$ cat config.mk
export PLATFORM = sky130hd
export DESIGN_NAME = onewire_rom_search_crc8
export DESIGN_NICKNAME = d
export VERILOG_FILES = /design/src/design/owsrch_pkg.sv /design/src/design/owsrch_step.sv /design/src/design/onewire_rom_search_crc8.sv
export SDC_FILE = /design/constraint.sdc
export NUM_CORES = 1
export LEC_CHECK = 0
export BUFFER_PORTS_ARGS = -buffer_cell sky130_fd_sc_hd__buf_4
export CORE_AREA = 3 3 174 176
export CTS_CLUSTER_DIAMETER = 60
export DETAILED_ROUTE_END_ITERATION = 12
export DIE_AREA = 0 0 177 179
export PLACE_DENSITY = 0.52
export SLEW_MARGIN = 25
export SYNTH_ARGS = -nofsm -noshare
export SYNTH_HDL_FRONTEND = slang
export SYNTH_HIERARCHICAL = 1
export SYNTH_SLANG_ARGS = --single-unit
$ cat constraint.sdc
create_clock -name clk -period 10.4 [get_ports clk]
set_clock_uncertainty 0.05 [all_clocks]
set_input_delay 1.04 -clock clk [delete_from_list [all_inputs] [get_ports clk]]
set_output_delay 1.04 -clock clk [all_outputs]
set_load 0.01 [all_outputs]
$ cat src/design/owsrch_pkg.sv
`default_nettype none

package owsrch_pkg;

  localparam int unsigned ROM_CODE_W = 64;
  localparam int unsigned CRC_W      = 8;
  localparam logic [CRC_W-1:0] CRC_POLY = 8'h8C;

  localparam int unsigned IN_TDATA_W  = 8;
  localparam int unsigned OUT_TDATA_W = 72;
  localparam int unsigned OUT_TUSER_W = 4;

  typedef enum logic {
    REQ_BEGIN = 1'b0,
    REQ_BIT   = 1'b1
  } req_t;

  typedef enum logic [2:0] {
    ST_BUSY    = 3'd0,
    ST_OK      = 3'd1,
    ST_CRCBAD  = 3'd2,
    ST_NOPRES  = 3'd3,
    ST_BOTH1   = 3'd4,
    ST_IGNORED = 3'd5
  } status_t;

  typedef struct packed {
    req_t req_type;
    logic new_enum;
    logic presence;
    logic id_bit;
    logic cmp_bit;
  } item_t;

  typedef struct packed {
    logic                  dir_valid;
    logic                  dir_bit;
    status_t               status;
    logic [ROM_CODE_W-1:0] rom_code;
    logic                  last_device;
  } result_t;

endpackage

`default_nettype wire

$ cat src/design/owsrch_step.sv
`default_nettype none

module owsrch_step #(
  parameter int unsigned ROM_BITS = 64,
  parameter int unsigned POS_W    = $clog2(ROM_BITS + 1),
  parameter int unsigned IDX_W    = $clog2(ROM_BITS)
) (
  input  wire owsrch_pkg::item_t         item,
  input  wire logic                      pass_active,
  input  wire logic [POS_W-1:0]          bit_position,
  input  wire logic [ROM_BITS-1:0]       path_bits,
  input  wire logic [POS_W-1:0]          last_disc,
  input  wire logic [POS_W-1:0]          pass_disc,
  input  wire logic [owsrch_pkg::CRC_W-1:0] crc,
  input  wire logic                      enum_done,
  output logic                           pass_active_nxt,
  output logic [POS_W-1:0]               bit_position_nxt,
  output logic [ROM_BITS-1:0]            path_bits_nxt,
  output logic [POS_W-1:0]               last_disc_nxt,
  output logic [POS_W-1:0]               pass_disc_nxt,
  output logic [owsrch_pkg::CRC_W-1:0]   crc_nxt,
  output logic                           enum_done_nxt,
  output owsrch_pkg::result_t            result
);
  import owsrch_pkg::*;

  localparam logic [POS_W-1:0] LAST_POS = POS_W'(ROM_BITS);

  logic [IDX_W-1:0] idx;
  logic [POS_W-1:0] pos;
  logic             dir;
  logic             fb;

  assign idx = bit_position[IDX_W-1:0];
  assign pos = bit_position + POS_W'(1);

  always_comb begin
    pass_active_nxt  = pass_active;
    bit_position_nxt = bit_position;
    path_bits_nxt    = path_bits;
    last_disc_nxt    = last_disc;
    pass_disc_nxt    = pass_disc;
    crc_nxt          = crc;
    enum_done_nxt    = enum_done;
    result.dir_valid = 1'b0;
    result.dir_bit   = 1'b0;
    result.status    = ST_IGNORED;
    result.rom_code  = '0;
    dir              = item.id_bit;
    fb               = 1'b0;

    if (item.req_type == REQ_BEGIN) begin
      if (item.new_enum) begin
        last_disc_nxt = '0;
        enum_done_nxt = 1'b0;
      end
      if (enum_done_nxt) begin
        result.status = ST_IGNORED;
      end else if (!item.presence) begin
        pass_active_nxt = 1'b0;
        result.status   = ST_NOPRES;
      end else begin
        pass_active_nxt  = 1'b1;
        bit_position_nxt = '0;
        pass_disc_nxt    = '0;
        crc_nxt          = '0;
        result.status    = ST_BUSY;
      end
    end else if (pass_active) begin
      if (item.id_bit && item.cmp_bit) begin
        pass_active_nxt = 1'b0;
        result.status   = ST_BOTH1;
      end else begin
        if (!item.id_bit && !item.cmp_bit) begin
          if (pos == last_disc) begin
            dir = 1'b1;
          end else if (pos > last_disc) begin
            dir           = 1'b0;
            pass_disc_nxt = pos;
          end else begin
            dir = path_bits[idx];
            if (!dir) begin
              pass_disc_nxt = pos;
            end
          end
        end
        path_bits_nxt[idx] = dir;
        fb                 = crc[0] ^ dir;
        crc_nxt            = (crc >> 1) ^ (fb ? CRC_POLY : '0);
        result.dir_valid   = 1'b1;
        result.dir_bit     = dir;
        bit_position_nxt   = pos;
        result.status      = ST_BUSY;
        if (pos >= LAST_POS) begin
          pass_active_nxt = 1'b0;
          last_disc_nxt   = pass_disc_nxt;
          if (pass_disc_nxt == '0) begin
            enum_done_nxt = 1'b1;
          end
          result.rom_code = ROM_CODE_W'(path_bits_nxt);
          result.status   = (crc_nxt == '0) ? ST_OK : ST_CRCBAD;
        end
      end
    end

    result.last_device = enum_done_nxt;
  end

endmodule

`default_nettype wire

$ cat src/design/onewire_rom_search_crc8.sv
// 1-Wire Search ROM master with CRC-8 check, one result item per input item.
// Items pass an input register, then a result register; both hold under output back-pressure.
// One item per cycle unless the output stalls; per-bit decision and CRC step sit between them.
// Reset (rst_n low, synchronous) clears the search state and both pipeline valids.
`default_nettype none

module onewire_rom_search_crc8 #(
  parameter int unsigned ROM_BITS = 64
) (
  input  wire logic                                clk,
  input  wire logic                                rst_n,
  input  wire logic                                in_tvalid,
  output logic                                     in_tready,
  input  wire logic [owsrch_pkg::IN_TDATA_W-1:0]   in_tdata,  // new_enum, presence, id_bit, cmp_bit
  input  wire logic                                in_tuser,  // req_type
  output logic                                     out_tvalid,
  input  wire logic                                out_tready,
  output logic [owsrch_pkg::OUT_TDATA_W-1:0]       out_tdata, // dir_bit, rom_code, last_device
  output logic [owsrch_pkg::OUT_TUSER_W-1:0]       out_tuser  // dir_valid, status[2:0]
);
  import owsrch_pkg::*;

  localparam int unsigned POS_W = $clog2(ROM_BITS + 1);
  localparam int unsigned IDX_W = $clog2(ROM_BITS);

  logic          s1_valid_r;
  item_t         s1_item_r;
  logic          out_valid_r;
  result_t       out_res_r;
  logic          advance;
  logic          fire;
  result_t       res_nxt;

  logic                pass_active_r, pass_active_nxt;
  logic [POS_W-1:0]    bit_position_r, bit_position_nxt;
  logic [ROM_BITS-1:0] path_bits_r, path_bits_nxt;
  logic [POS_W-1:0]    last_disc_r, last_disc_nxt;
  logic [POS_W-1:0]    pass_disc_r, pass_disc_nxt;
  logic [CRC_W-1:0]    crc_r, crc_nxt;
  logic                enum_done_r, enum_done_nxt;

  assign advance   = !out_valid_r || out_tready;
  assign fire      = s1_valid_r && advance;
  assign in_tready = !s1_valid_r || advance;

  always_ff @(posedge clk) begin
    if (!rst_n) begin
      s1_valid_r <= 1'b0;
    end else if (in_tready) begin
      s1_valid_r <= in_tvalid;
    end
  end

  always_ff @(posedge clk) begin
    if (in_tready && in_tvalid) begin
      s1_item_r.req_type <= req_t'(in_tuser);
      s1_item_r.new_enum <= in_tdata[0];
      s1_item_r.presence <= in_tdata[1];
      s1_item_r.id_bit   <= in_tdata[2];
      s1_item_r.cmp_bit  <= in_tdata[3];
    end
  end

  owsrch_step #(
    .ROM_BITS (ROM_BITS),
    .POS_W    (POS_W),
    .IDX_W    (IDX_W)
  ) u_step (
    .item             (s1_item_r),
    .pass_active      (pass_active_r),
    .bit_position     (bit_position_r),
    .path_bits        (path_bits_r),
    .last_disc        (last_disc_r),
    .pass_disc        (pass_disc_r),
    .crc              (crc_r),
    .enum_done        (enum_done_r),
    .pass_active_nxt  (pass_active_nxt),
    .bit_position_nxt (bit_position_nxt),
    .path_bits_nxt    (path_bits_nxt),
    .last_disc_nxt    (last_disc_nxt),
    .pass_disc_nxt    (pass_disc_nxt),
    .crc_nxt          (crc_nxt),
    .enum_done_nxt    (enum_done_nxt),
    .result           (res_nxt)
  );

  always_ff @(posedge clk) begin
    if (!rst_n) begin
      pass_active_r  <= 1'b0;
      bit_position_r <= '0;
      path_bits_r    <= '0;
      last_disc_r    <= '0;
      pass_disc_r    <= '0;
      crc_r          <= '0;
      enum_done_r    <= 1'b0;
    end else if (fire) begin
      pass_active_r  <= pass_active_nxt;
      bit_position_r <= bit_position_nxt;
      path_bits_r    <= path_bits_nxt;
      last_disc_r    <= last_disc_nxt;
      pass_disc_r    <= pass_disc_nxt;
      crc_r          <= crc_nxt;
      enum_done_r    <= enum_done_nxt;
    end
  end

  always_ff @(posedge clk) begin
    if (!rst_n) begin
      out_valid_r <= 1'b0;
    end else if (advance) begin
      out_valid_r <= s1_valid_r;
    end
  end

  always_ff @(posedge clk) begin
    if (fire) begin
      out_res_r <= res_nxt;
    end
  end

  assign out_tvalid = out_valid_r;
  assign out_tdata  = {{(OUT_TDATA_W - ROM_CODE_W - 2){1'b0}}, out_res_r.last_device,
                       out_res_r.rom_code, out_res_r.dir_bit};
  assign out_tuser  = {out_res_r.status, out_res_r.dir_valid};

  a_pos_in_range: assert property (@(posedge clk) disable iff (!rst_n)
    pass_active_r |-> (bit_position_r < POS_W'(ROM_BITS)))
    else $error("bit position past ROM length during active pass");

  a_end_has_dir: assert property (@(posedge clk) disable iff (!rst_n)
    (out_tvalid && (out_res_r.status == ST_OK || out_res_r.status == ST_CRCBAD))
      |-> out_res_r.dir_valid)
    else $error("pass end without a direction bit");

  a_rom_zero: assert property (@(posedge clk) disable iff (!rst_n)
    (out_tvalid && out_res_r.status != ST_OK && out_res_r.status != ST_CRCBAD)
      |-> (out_res_r.rom_code == '0))
    else $error("rom code shown outside pass end");

  a_dir_status: assert property (@(posedge clk) disable iff (!rst_n)
    (out_tvalid && out_res_r.dir_valid) |->
      (out_res_r.status == ST_BUSY || out_res_r.status == ST_OK ||
       out_res_r.status == ST_CRCBAD))
    else $error("direction bit with abort status");

  a_end_clears_pass: assert property (@(posedge clk) disable iff (!rst_n)
    (fire && res_nxt.dir_valid && res_nxt.status != ST_BUSY) |=> !pass_active_r)
    else $error("pass still active after last bit");

endmodule

`default_nettype wire
## Word-level counts from Yosys, hierarchy flattened

Cells that the tools add are included.

| storage, ports and cells | value |
|---|---|
| register bits | 172 |
| input port bits | 13 |
| output and inout port bits | 78 |
| logic and storage cells | 116 |

| operators by class | value |
|---|---|
| add/sub/neg operators | 1 |
| order comparisons | 4 |
| eq/ne operators | 5 |
| multiplexer cells | 59 |
| bitwise logic cells | 6 |
| reduce and logical (&&, ||, !) cells | 22 |

Operators by type and width:

| kind | count |
|---|---|
| $mux W7 | 20 |
| $mux W67 | 2 |
| $bwmux W64 | 1 |
| $mux W64 | 1 |
| $mux W8 | 6 |
| $mux W1 | 21 |
| $reduce_and A5 Y1 | 2 |
| $mux W3 | 3 |
| $logic_not A8 Y1 | 1 |
| $xor A7 B8 Y8 | 1 |
| $add A7 B1 Y7 const B | 1 |
| $eq A7 B7 Y1 | 1 |
| $ge A7 B7 Y1 const B | 1 |
| $gt A7 B7 Y1 | 1 |
| $logic_not A7 Y1 | 1 |
| $lt A6 B7 Y1 const B | 1 |
| $bmux W1 S6 | 1 |
| $demux W1 S6 | 1 |
| $ge A6 B1 Y1 const B | 1 |
| $mux W2 | 3 |
| $logic_and A1 B1 Y1 | 5 |
| $logic_not A1 Y1 | 4 |
| $ne A2 B1 Y1 const B | 2 |
| $ne A2 B2 Y1 const B | 2 |
| other kinds (8) | 14 |

## Depth between registers and ports, before layout

Gate-level depths: netlist of the first run.

| logic depth | value |
|---|---|
| depth in word-level cells | 17 |
| depth in mapped cells | 18 |
| depth with buffers taken out | 13 |

## Hierarchy

Netlist of the first run, hierarchy kept.

By module, submodules not included:

| module | instances | cells an instance | area each (um^2) | sequential area each (um^2) |
|---|---|---|---|---|
| onewire_rom_search_crc8 | 1 | 503 | 6157.2 | 4194.0 |
| owsrch_step | 1 | 623 | 3925.0 | 0.0 |

## Worst setup path before layout of the first run

OpenSTA, ideal clock, no wires.

| timing path | value |
|---|---|
| path kind | reg-to-reg |
| start | register bit_position_r[0] |
| end | register out_res_r (netlist bit out_tdata[65]), data pin |
| setup time | 0.251 ns |
| data arrival time | 3.766 ns |
| required time | 10.099 ns |
| path slack | 6.333 ns |
| stages on the path, launching flop included | 15 |
| buffers on the path | 3 |
| clock period less this slack | 4.067 ns |
| cell sequence | dfxtp_1 clkbuf_1 clkbuf_1 nand3_1 nor2_1 xor2_1 ha_1 and4_1 a41oi_1 nand2_1 a2111oi_0 a32oi_2 nor2b_1 a22o_1 buf_4 |

| between the ends | value |
|---|---|
| longest elaborated chain between the ends | 15 |
| elaborated cells on any way between the ends | 19 |
| those cells by class | 1 x add/sub; 2 x order compare; 1 x eq/ne; 14 x mux; 1 x reduce/logical |

RTL lines:

| what | line | source |
|---|---|---|
| from (decl) | onewire_rom_search_crc8.sv:35 | `logic [POS_W-1:0] bit_position_r, bit_position_nxt;` |
| from (signal assigned) | onewire_rom_search_crc8.sv:98 | `bit_position_r <= bit_position_nxt;` |
| branches (longest 11 deep; another with $add A7 B1 Y7) | -- |  |
| $mux W1 * | owsrch_step.sv:94 | `if (pos >= LAST_POS) begin` |
| $mux W1 * | owsrch_step.sv:70 | `if (item.id_bit && item.cmp_bit) begin` |
| $mux W1 * | owsrch_step.sv:69 | `end else if (pass_active) begin` |
| $mux W1 * | owsrch_step.sv:52 | `if (item.req_type == REQ_BEGIN) begin` |
| via enum_done_nxt | onewire_rom_search_crc8.sv:40 | `logic enum_done_r, enum_done_nxt;` |
| to (signal assigned) | onewire_rom_search_crc8.sv:117 | `out_res_r <= res_nxt;` |
| to (decl) | onewire_rom_search_crc8.sv:29 | `result_t out_res_r;` |

Mark *: on every way through the listed nets, which the timed path passes. The select of a mux whose other input is x is not followed.
A chain may end at the register's enable or synchronous reset.

## Worst setup path after layout of the first run

| timing path | value |
|---|---|
| start | register bit_position_r[3] |
| end | register pass_disc_r[2] |

| between the ends | value |
|---|---|
| longest elaborated chain between the ends | 12 |
| elaborated cells on any way between the ends | 15 |
| those cells by class | 1 x add/sub; 1 x order compare; 1 x eq/ne; 12 x mux |

RTL lines:

| what | line | source |
|---|---|---|
| branches (longest 4 deep; another with $add A7 B1 Y7) | -- |  |
| $mux W7 * | owsrch_step.sv:75 | `if (pos == last_disc) begin` |
| $mux W7 * | owsrch_step.sv:74 | `if (!item.id_bit && !item.cmp_bit) begin` |
| $mux W7 * | owsrch_step.sv:70 |  |
| $mux W7 * | owsrch_step.sv:69 |  |
| $mux W7 * | owsrch_step.sv:52 |  |
| $mux W7 * | owsrch_step.sv:70 |  |
| $mux W7 * | owsrch_step.sv:69 |  |
| $mux W7 * | owsrch_step.sv:52 |  |
| via pass_disc_nxt[2] | onewire_rom_search_crc8.sv:38 | `logic [POS_W-1:0] pass_disc_r, pass_disc_nxt;` |
| to (signal assigned) | onewire_rom_search_crc8.sv:101 | `pass_disc_r <= pass_disc_nxt;` |
| to (decl) | onewire_rom_search_crc8.sv:38 |  |

Marked as above.

==> metrics.yaml, run 1 <==
status: "completed"
antenna_found_initial: 0
seq_area_frac_synth_pct: 41.6
drive_gt1_share_pct: 19.1
detail-route-antenna-nets: 0
reg2reg_from: "bit_position_r[3]$_SDFFE_PN0P_"
layout_common_cells: "nand2_1 (290), mux2i_1 (112), dfxtp_1 (97)"
rr_worst_depth: 13
holdPathEnd: "last_disc_r[6]$_SDFFE_PN0P_"
ys_types: 58
slew_violations: 0
grt_usage_pct: 18.8
period_share_pct: 49.3
critPathLaunchType: "flip-flop"
drc: 0
cts_made_buffers: 17
syn-cell-area_um2: 10100
grt_max_degree: 106
setup_viol: 0
async_reset_ff_share_pct: 0
clock.fmax_mhz: 195
clk_pin_slew_ps: 70
leakagePower_nw: 3.70
first_iter_violations: 932
clock-sinks: 172
final_nets: 1169
post_cts_buffers: 0
diodes: 0
ctsRootBufferMaster: "clkbuf_16"
worst_slew_pin_slew_ps: 1170
coreArea_um2: 28800
io_buffers: 80
rsz0062_at_grt: "false"
ys.flop_type: "dfxtp_1"
required_ps: 10710
area_growth_syn_to_layout_pct: 13.4
grt_remaining_overflow: 0
die_y_um: 179
crit_fanout: 19
end_kind: "flip-flop"
critPathKind: "reg -> reg"
first_pass_iters: 5
avgSynthCellArea_um2: 8.95
reg2reg_to: "pass_disc_r[2]$_SDFFE_PN0P_"
ff2ff_setup_slack_ps: 5270
hpwlAfterDp_um: 17700
critPathArrivalTime_ps: 5440
rows: 62
final_common_cell: "nand2_1"
post_drt_wl_per_cell_um: 19.3
hold_ws_ps: 423
cts_hold_buf: 0
crit_chain: "and3_1 -> nand3_1 -> xnor2_1 -> ha_1 -> and4_1 -> a41oi_1 -> nand2_1 -> a2111oi_0 -> a32oi_2 -> nor2_1 -> a22o_1 -> nand2_1 -> mux2i_1"
grt_pass1_wl_um: 45900
via_per_inst: 5.37
use_met1_pct: 25.7
vdd_drop_max_mv: 0.101
path_common_cell: "nand2_1"
finalCriticalPeriod_ps: 5130
startpoint: "bit_position_r[3]$_SDFFE_PN0P_"
place_congestion: 0.822
p_per_area_nw_per_um2: 129
use_met2_pct: 30.4
hold_start: "last_disc_r[6]$_SDFFE_PN0P_"
cts_tree: "yes"
vias: 8301
min_path_type: "reg -> reg"
crit_slowest_cell: "dfxtp_1"
synth-edff-count: 75
ctsLongestPathBuffers: 2
fin_setup_tns_ps: 0
use_met3_pct: 3.11
drv_cap: 0
fp.dieW_um: 177
grt_pass1_vias: 7625
synth_warnings: 6
ys_seq_elements: 172
start_util_pct: 35.0
cpPeakStageDelay_ps: 800
setup_slack_ps: 5270
timing.slew.headroom_pct: 21.7
routed_wl_um: 29800
grt-busiest-layer: "met2"
hold_violations: 0
clock_latency_ps: 440
cts_resized: 0
fill_cells: 2905
pin_count: 91
dieArea_um2: 31700
path_delay_family: "simple AND/OR/NAND/NOR gates"
netlist_instances: 1126
dp_slack_ps: 5380
ctsHtreeMaxLevel: 4
cp_num_buf_inv: 0
holdPathStages: 2
## synth_stat cells (9+ instances only)
cell | count | area, um2
buf_4 | 22 | 165
dfxtp_1 | 97 | 1940
edfxtp_1 | 75 | 2250
mux4_2 | 9 | 203
a21oi_1 | 73 | 365
nor2b_1 | 11 | 68.8
nand2_1 | 291 | 1090
nand3_1 | 77 | 385
clkbuf_1 | 55 | 206
nor3_1 | 11 | 55.1
o21ai_0 | 78 | 390
mux2_2 | 64 | 721
mux2i_1 | 112 | 1120
nor2_1 | 25 | 93.8
inv_1 | 10 | 37.5
a22o_1 | 15 | 131
## metrics by stage
step	area, um2	utilization, %	total power, W	cells
after global placement	10800	37.6	0.000835	1513
after floorplan	10100	-	0.000805	1131
after global routing	11400	39.7	0.00153	1545
after detailed placement	10800	37.7	0.000835	1513
after CTS	11400	39.7	0.00149	1545
final	11400	39.7	0.00147	1545
## logic make-up after synthesis
family                     Yosys count  share of synthesized area (%)
other                                1                         0.0372
DFF                                172                           41.6
buffers and inverters              110                           5.75
xor gates and xnor gates             8                          0.968
AOI/OAI and AO/OA                  191                           11.0
muxes                              185                           20.3
and+or+nand+nor                    451                           19.4
adders and majority gates            8                          0.993
## per-layer routing
layer / vias to the layer above / share of wire, %
met4: 0 / 2.6
li1: 4001 / -
met1: 3997 / 45
met5: - / 0
met3: 45 / 5.8
met2: 258 / 47
## registers in the layout (all words and copies together), names as in the netlist
name            count
bit_position_r      7
crc_r               8
enum_done_r         1
last_disc_r         7
out_tdata          66
out_tuser           4
out_tvalid          1
pass_active_r       1
pass_disc_r         7
path_bits_r        64
s1_item_r           5
s1_valid_r          1
## how the worst max path moves through the flow
stage / to / slack, ps / depth (start not counted)
6_report: pass_disc_r[2]$_SDFFE_PN0P_ / 5270 / 13
3_3_place_gp: pass_disc_r[3]$_SDFFE_PN0P_ / 5390 / 13
3_5_place_dp: pass_disc_r[2]$_SDFFE_PN0P_ / 5380 / 13
4_1_cts: pass_disc_r[2]$_SDFFE_PN0P_ / 5310 / 13
5_1_grt: pass_disc_r[2]$_SDFFE_PN0P_ / 4890 / 13
2_1_floorplan: out_tdata[65]$_DFFE_PP_ / 6330 / 14
## worst min-delay path, delay by kind of cell (launching register included)
family	cells	cell delay (ps)
AND/OR/NAND/NOR	1	50
multiplexers	1	50
flip-flops	1	320
## cell type report
type | count | area, um2 | area share, %
Inverter | 12 | 45.0 | 0.394
Clock buffer | 17 | 425 | 3.72
Clock inverter | 15 | 163 | 1.42
Timing Repair Buffer | 96 | 724 | 6.34
Multi-Input combinational cell | 849 | 5400 | 47.2
Sequential cell | 172 | 4190 | 36.7
Tap cell | 384 | 480 | 4.20
## where the power goes
part / switching, W / internal (W) / total [W] / leakage [nW]
Combinational: 0.0000606 / 0.0000340 / 0.0000947 / 1.97
Clock: 0.000297 / 0.000359 / 0.000655 / 0.286
Sequential: 0.00000553 / 0.000719 / 0.000724 / 1.44
Note: power is estimated with default switching activity, not from simulation.
==> run 2, diff against run 1 <==
--- a/config.mk
+++ b/config.mk
@@ -10,7 +10,7 @@
 export CTS_CLUSTER_DIAMETER = 60
 export DETAILED_ROUTE_END_ITERATION = 12
 export DIE_AREA = 0 0 177 179
-export PLACE_DENSITY = 0.52
+export PLACE_DENSITY = 0.54
 export SLEW_MARGIN = 25
 export SYNTH_ARGS = -nofsm -noshare
 export SYNTH_HDL_FRONTEND = slang
==> constraint.sdc (replaced) <==
create_clock -name clk -period 4.65 [get_ports clk]
set_clock_uncertainty 0.05 [all_clocks]
set_input_delay 0.465 -clock clk [delete_from_list [all_inputs] [get_ports clk]]
set_output_delay 0.465 -clock clk [all_outputs]
set_load 0.01 [all_outputs]
==> run 2 against run 1 <==
  * Combinational power is 120% higher
  * Sequential power is 120% higher
  * Register-to-register slack worse by 4800 ps
  * Critical path type unchanged
  * Critical endpoint is now pass_disc_r[4]$_SDFFE_PN0P_
==> metrics.yaml, run 2 (synthesis gave the netlist of run 1 again) <==
status: "completed"
cts_resized: 0  # unchanged
antenna_found_initial: 0  # unchanged
hold_violations: 0  # unchanged
leakagePower_nw: 3.75  # +1.3%
dp_slack_ps: 589  # -4790 ps
vias: 8396  # +1.1%
critPathArrivalTime_ps: 4440  # -1000 ps
layout_common_cells: "nand2_1 (290), mux2i_1 (112), buf_4 (102)"
die_y_um: 179  # unchanged
first_iter_violations: 895  # -4.0%
worst_slew_pin_slew_ps: 1120  # -49.5 ps
grt_remaining_overflow: 0  # unchanged
grt_pass1_vias: 7633  # +0.10%
clock-sinks: 172  # unchanged
setup_slack_ps: 515  # -4750 ps
end_kind: "flip-flop"
grt_usage_pct: 18.4  # -0.43 points
crit_fanout: 12  # -7
start_util_pct: 35.0  # unchanged
pin_count: 91  # unchanged
min_path_type: "in -> reg"
timing.slew.headroom_pct: 25.3  # +3.6 points
setup_viol: 0  # unchanged
cts_hold_buf: 0  # unchanged
final_common_cell: "nand2_1"
io_buffers: 80  # unchanged
ctsHtreeMaxLevel: 4  # unchanged
fp.dieW_um: 177  # unchanged
first_pass_iters: 8  # +3
cts_tree: "yes"
detail-route-antenna-nets: 0  # unchanged
ctsRootBufferMaster: "clkbuf_16"
grt_max_degree: 122  # +15%
post_cts_buffers: 0  # unchanged
required_ps: 4960  # -5750 ps
drc: 0  # unchanged
hold_start: "in_tdata[3]"
ctsLongestPathBuffers: 2  # unchanged
final_nets: 1178  # +0.77%
vdd_drop_max_mv: 0.160  # +60%
clock_latency_ps: 450  # about the same
clk_pin_slew_ps: 70  # about the same
startpoint: "bit_position_r[0]$_SDFFE_PN0P_"
diodes: 0  # unchanged
slew_violations: 0  # unchanged
rsz0062_at_grt: "false"
reg2reg_from: "bit_position_r[0]$_SDFFE_PN0P_"
hpwlAfterDp_um: 17700  # +0.28%
routed_wl_um: 29100  # -2.4%
area_growth_syn_to_layout_pct: 14.3
fin_setup_tns_ps: 0  # unchanged
critPathLaunchType: "flip-flop"
p_per_area_nw_per_um2: 285  # +120%
dieArea_um2: 31700  # unchanged
period_share_pct: 88.9  # +40 points
rows: 62  # unchanged
clock.fmax_mhz: 242  # +24%
via_per_inst: 5.40  # +0.56%
critPathKind: "reg -> reg"
coreArea_um2: 28800  # unchanged
drv_cap: 0  # unchanged
finalCriticalPeriod_ps: 4130  # -995 ps
largest_reg_flops: 66  # unchanged
place_congestion: 0.795  # -3.2%
post_drt_wl_per_cell_um: 18.7  # -3.0%
drive_gt1_share_pct: 19.5  # +0.37 points
cts_made_buffers: 17  # unchanged
grt_pass1_wl_um: 44600  # -2.8%
## run 2: per-stage QoR
| step | power, W | cell area [um2] | hold slack, ps | util (%) | std cells |
|---|---|---|---|---|---|
| final | 0.00328 | 11500 | 146 | 40.1 | 1554 |
| after global placement | 0.00187 | 10900 | 411 | 37.9 | 1522 |
| after global routing | 0.00340 | 11500 | 119 | 40.1 | 1554 |
| after CTS | 0.00332 | 11500 | 128 | 40.0 | 1554 |
| after floorplan | 0.00180 | 10100 | 381 | - | 1131 |
| after detailed placement | 0.00187 | 10900 | 410 | 38.0 | 1522 |
## run 2: cell type report
class                      count  area, um2
fill                        2822      17300
multi-input combinational    849       5390
sequential                   172       4190
timing repair buffer         105        826
tap                          384        480
clock buffer                  17        425
clock inverter                15        171
inverter                      12       45.0
## run 2: routing by layer
layer  vias to the layer above  part of all wire, %  GRT usage (%)
met5                         -                    0              0
met4                         0                  2.6           5.92
met3                        39                  6.0           3.13
met2                       273                   48           30.1
met1                      4059                   44           24.8
li1                       4025                    -              -
## run 2: path summary, 6_finish.rpt
kind                            slack (ps)                           to  depth (start not counted)
worst max register to register         520  pass_disc_r[4]$_SDFFE_PN0P_                         14
worst min-delay path                   150       s1_item_r[0]$_DFFE_PP_                          1
worst max-delay path                   520  pass_disc_r[4]$_SDFFE_PN0P_                         14
worst min register to register         420     enum_done_r$_SDFFE_PN0P_                          2
## run 2: power breakdown
group	internal, W	switching (W)	total [W]
registers	0.00161	0.0000126	0.00162
clock network	0.000725	0.000724	0.00145
logic	0.0000793	0.000134	0.000213
## run 2: worst max-delay path, cell delays in order, from the launching register on
cell and delay (ps):
dfxtp_1 550, nand3_1 120, buf_4 220, nor2_1 310, xor2_1 320, ha_1 300
and4_1 220, a41oi_1 260, nand2_1 80, a2111oi_0 520, a32oi_2 320, nor2_1 390
a22o_1 200, nand2_1 40, mux2i_1 140
==> run 3, diff against run 2 <==
--- a/config.mk
+++ b/config.mk
@@ -6,10 +6,10 @@
 export NUM_CORES = 1
 export LEC_CHECK = 0
 export BUFFER_PORTS_ARGS = -buffer_cell sky130_fd_sc_hd__buf_4
-export CORE_AREA = 3 3 174 176
+export CORE_AREA = 3 3 194 158
 export CTS_CLUSTER_DIAMETER = 60
 export DETAILED_ROUTE_END_ITERATION = 12
-export DIE_AREA = 0 0 177 179
+export DIE_AREA = 0 0 197 161
 export PLACE_DENSITY = 0.54
 export SLEW_MARGIN = 25
 export SYNTH_ARGS = -nofsm -noshare
==> run 3 against run 2 <==
  * Clock power is 8% lower
  * Worst setup slack gained 97 ps
  * Sequential power hardly changed
  * Critical path depth up 1
  * First-iteration DRC count is 12% lower
  * Non-clock buffer count is 11 higher
  * Critical path type unchanged
  * Final area up 0.18%
  * Maximum frequency grew 2.4%
  * Combinational power up 4%
  * Die area up 0.11%
  * Hold slack better by 5.9 ps
  * Utilization down 0.24 points
==> metrics.yaml, run 3 (synthesis gave the netlist of run 1 again) <==
first_iter_violations: 787  # -12%
start_util_pct: 34.8  # -0.28 points
place_congestion: 0.821  # +3.3%
leakagePower_nw: 3.78  # +0.89%
dieArea_um2: 31700  # +0.11%
startpoint: "bit_position_r[2]$_SDFFE_PN0P_"
routed_wl_um: 29900  # +2.9%
post_cts_buffers: 0  # unchanged
final_nets: 1189  # +0.93%
grt_pass1_wl_um: 45600  # +2.2%
ff2ff_setup_slack_ps: 610  # +100 ps
critPathCapture: "pass_disc_r[5]$_SDFFE_PN0P_"
period_share_pct: 86.8  # -2.1 points
layout_common_cells: "nand2_1 (290), mux2i_1 (112), buf_4 (110)"
hold_ws_ps: 152  # +5.93 ps
crit_fanout: 30  # +18
drc: 0  # unchanged
critPathArrivalTime_ps: 4350  # -90 ps
vdd_drop_max_mv: 0.231  # +44%
fp.dieW_um: 197  # +11%
cpPeakStageDelay_ps: 480  # -70 ps
grt_remaining_overflow: 0  # unchanged
largest_reg_flops: 66  # unchanged
via_per_inst: 5.39  # -0.29%
reg2reg_to: "pass_disc_r[5]$_SDFFE_PN0P_"
crit_slowest_cell: "a2111oi_0"
fin_total_pwr_w: 0.00318  # -3.1%
critPathLaunchType: "flip-flop"
die_y_um: 161  # -10%
grt_usage_pct: 18.6  # +0.26 points
grt_pass1_vias: 7684  # +0.67%
antenna_found_initial: 0  # unchanged
critPathKind: "reg -> reg"
min_path_type: "in -> reg"
clock.fmax_mhz: 248  # +2.4%
area_growth_syn_to_layout_pct: 14.5
grt_max_degree: 111  # -9.0%
hold_violations: 0  # unchanged
ctsRootBufferMaster: "clkbuf_16"
rows: 56  # -9.7%
fill_cells: 2971  # +5.3%
rsz0062_at_grt: "false"
cts_tree: "yes"
cts_resized: 0  # unchanged
clock-sinks: 172  # unchanged
hpwlAfterDp_um: 18600  # +4.9%
status: "completed"
cts_made_buffers: 17  # unchanged
crit_chain: "buf_4 -> nand3_1 -> xnor2_1 -> buf_4 -> ha_1 -> and4_1 -> a41oi_1 -> buf_4 -> nand2_1 -> a2111oi_0 -> a32oi_2 -> nor2_1 -> a22o_1 -> nand2_1 -> mux2i_1"
diodes: 0  # unchanged
detail-route-antenna-nets: 0  # unchanged
pin_count: 91  # unchanged
p_per_area_nw_per_um2: 275  # -3.3%
path_delay_family: "compound AO/OA/AOI/OAI gates"
worst_slew_pin_slew_ps: 1210  # +89.3 ps
required_ps: 4960  # about the same
io_buffers: 80  # unchanged
timing.slew.headroom_pct: 19.0  # -6.3 points
cp.depth: 15  # +1
vias: 8393  # -0.036%
drive_gt1_share_pct: 19.8  # +0.33 points
ctsLongestPathBuffers: 2  # unchanged
drv_cap: 0  # unchanged
final_common_cell: "nand2_1"
slew_violations: 0  # unchanged
setup_viol: 0  # unchanged
cts_hold_buf: 0  # unchanged
clk_pin_slew_ps: 70  # about the same
clock_latency_ps: 440  # about the same
post_drt_wl_per_cell_um: 19.2  # +2.6%
fin_util_pct: 39.8  # -0.24 points
path_common_cell: "buf_4"
coreArea_um2: 29000  # +0.79%
cp_num_buf_inv: 3  # +2
finalCriticalPeriod_ps: 4040  # -96.5 ps
setup_slack_ps: 612  # +96.5 ps
first_pass_iters: 5  # -3
ctsHtreeMaxLevel: 4  # unchanged
fin_setup_tns_ps: 0  # unchanged
dp_slack_ps: 604  # +14.7 ps
end_kind: "flip-flop"
rr_worst_depth: 15  # +1
reg2reg_from: "bit_position_r[2]$_SDFFE_PN0P_"
==> run 3: changes by cell type in the layout (fill, tap and decap cells not counted), moves of 2 or more <==
cell,before,now
clkinv_1,1,3
inv_8,4,0
buf_4,102,110
buf_12,3,5
clkinv_2,1,4
nor3_1,5,7
clkinv_4,0,2
clkinv_8,5,0
==> run 3: where the power goes <==
group	switching [W]	leakage, nW	internal (W)	total, W
sequential	0.0000139	1.44	0.00161	0.00162
combinational	0.000137	2.08	0.0000835	0.000221
clock	0.000640	0.262	0.000698	0.00134
total	0.000791	3.78	0.00239	0.00318
==> run 3: worst min path at each step <==
| stage | start | end | slack [ps] | cells after the start |
|---|---|---|---|---|
| 3_5_place_dp | enum_done_r$_SDFFE_PN0P_ | enum_done_r$_SDFFE_PN0P_ | 420 | 2 |
| 6_report | in_tdata[2] | s1_item_r[1]$_DFFE_PP_ | 150 | 1 |
| 3_3_place_gp | enum_done_r$_SDFFE_PN0P_ | enum_done_r$_SDFFE_PN0P_ | 410 | 2 |
| 4_1_cts | in_tdata[2] | s1_item_r[1]$_DFFE_PP_ | 130 | 1 |
| 2_1_floorplan | bit_position_r[3]$_SDFFE_PN0P_ | bit_position_r[3]$_SDFFE_PN0P_ | 380 | 2 |
| 5_1_grt | in_tdata[1] | s1_item_r[2]$_DFFE_PP_ | 130 | 1 |
==> run 3: final cells by class <==
cell class	count	area, um2	share of cell area, %
Timing Repair Buffer	116	937	8.11
Clock inverter	14	95.1	0.823
Tap cell	377	472	4.08
Clock buffer	18	439	3.80
Sequential cell	172	4190	36.3
Multi-Input combinational cell	849	5370	46.5
Inverter	12	45.0	0.390
==> run 3: worst reg2reg max path: stages (launching register included) <==
cell	delay, ps
dfxtp_1	400
buf_4	440
nand3_1	160
xnor2_1	160
buf_4	160
ha_1	280
and4_1	210
a41oi_1	250
buf_4	190
nand2_1	60
a2111oi_0	480
a32oi_2	320
nor2_1	410
a22o_1	200
nand2_1	40
mux2i_1	150
==> run 3: through the flow <==
step	cell area, um2	instances
finish	11500	1558
global route	11500	1558
CTS	11500	1558
detailed placement	11000	1526
global placement	11000	1526
floorplan	10100	1131
==> run 3: routing by layer <==
layer  vias up  GRT usage, %  part of all wire [%]  wire, um
met2       297          27.6                    44     13100
met1      4026          27.9                    48     14200
li1       4034             -                     -         -
met3        36          2.92                   6.4      1930
met5         -             0                     0         0
met4         0          5.93                   2.1       613
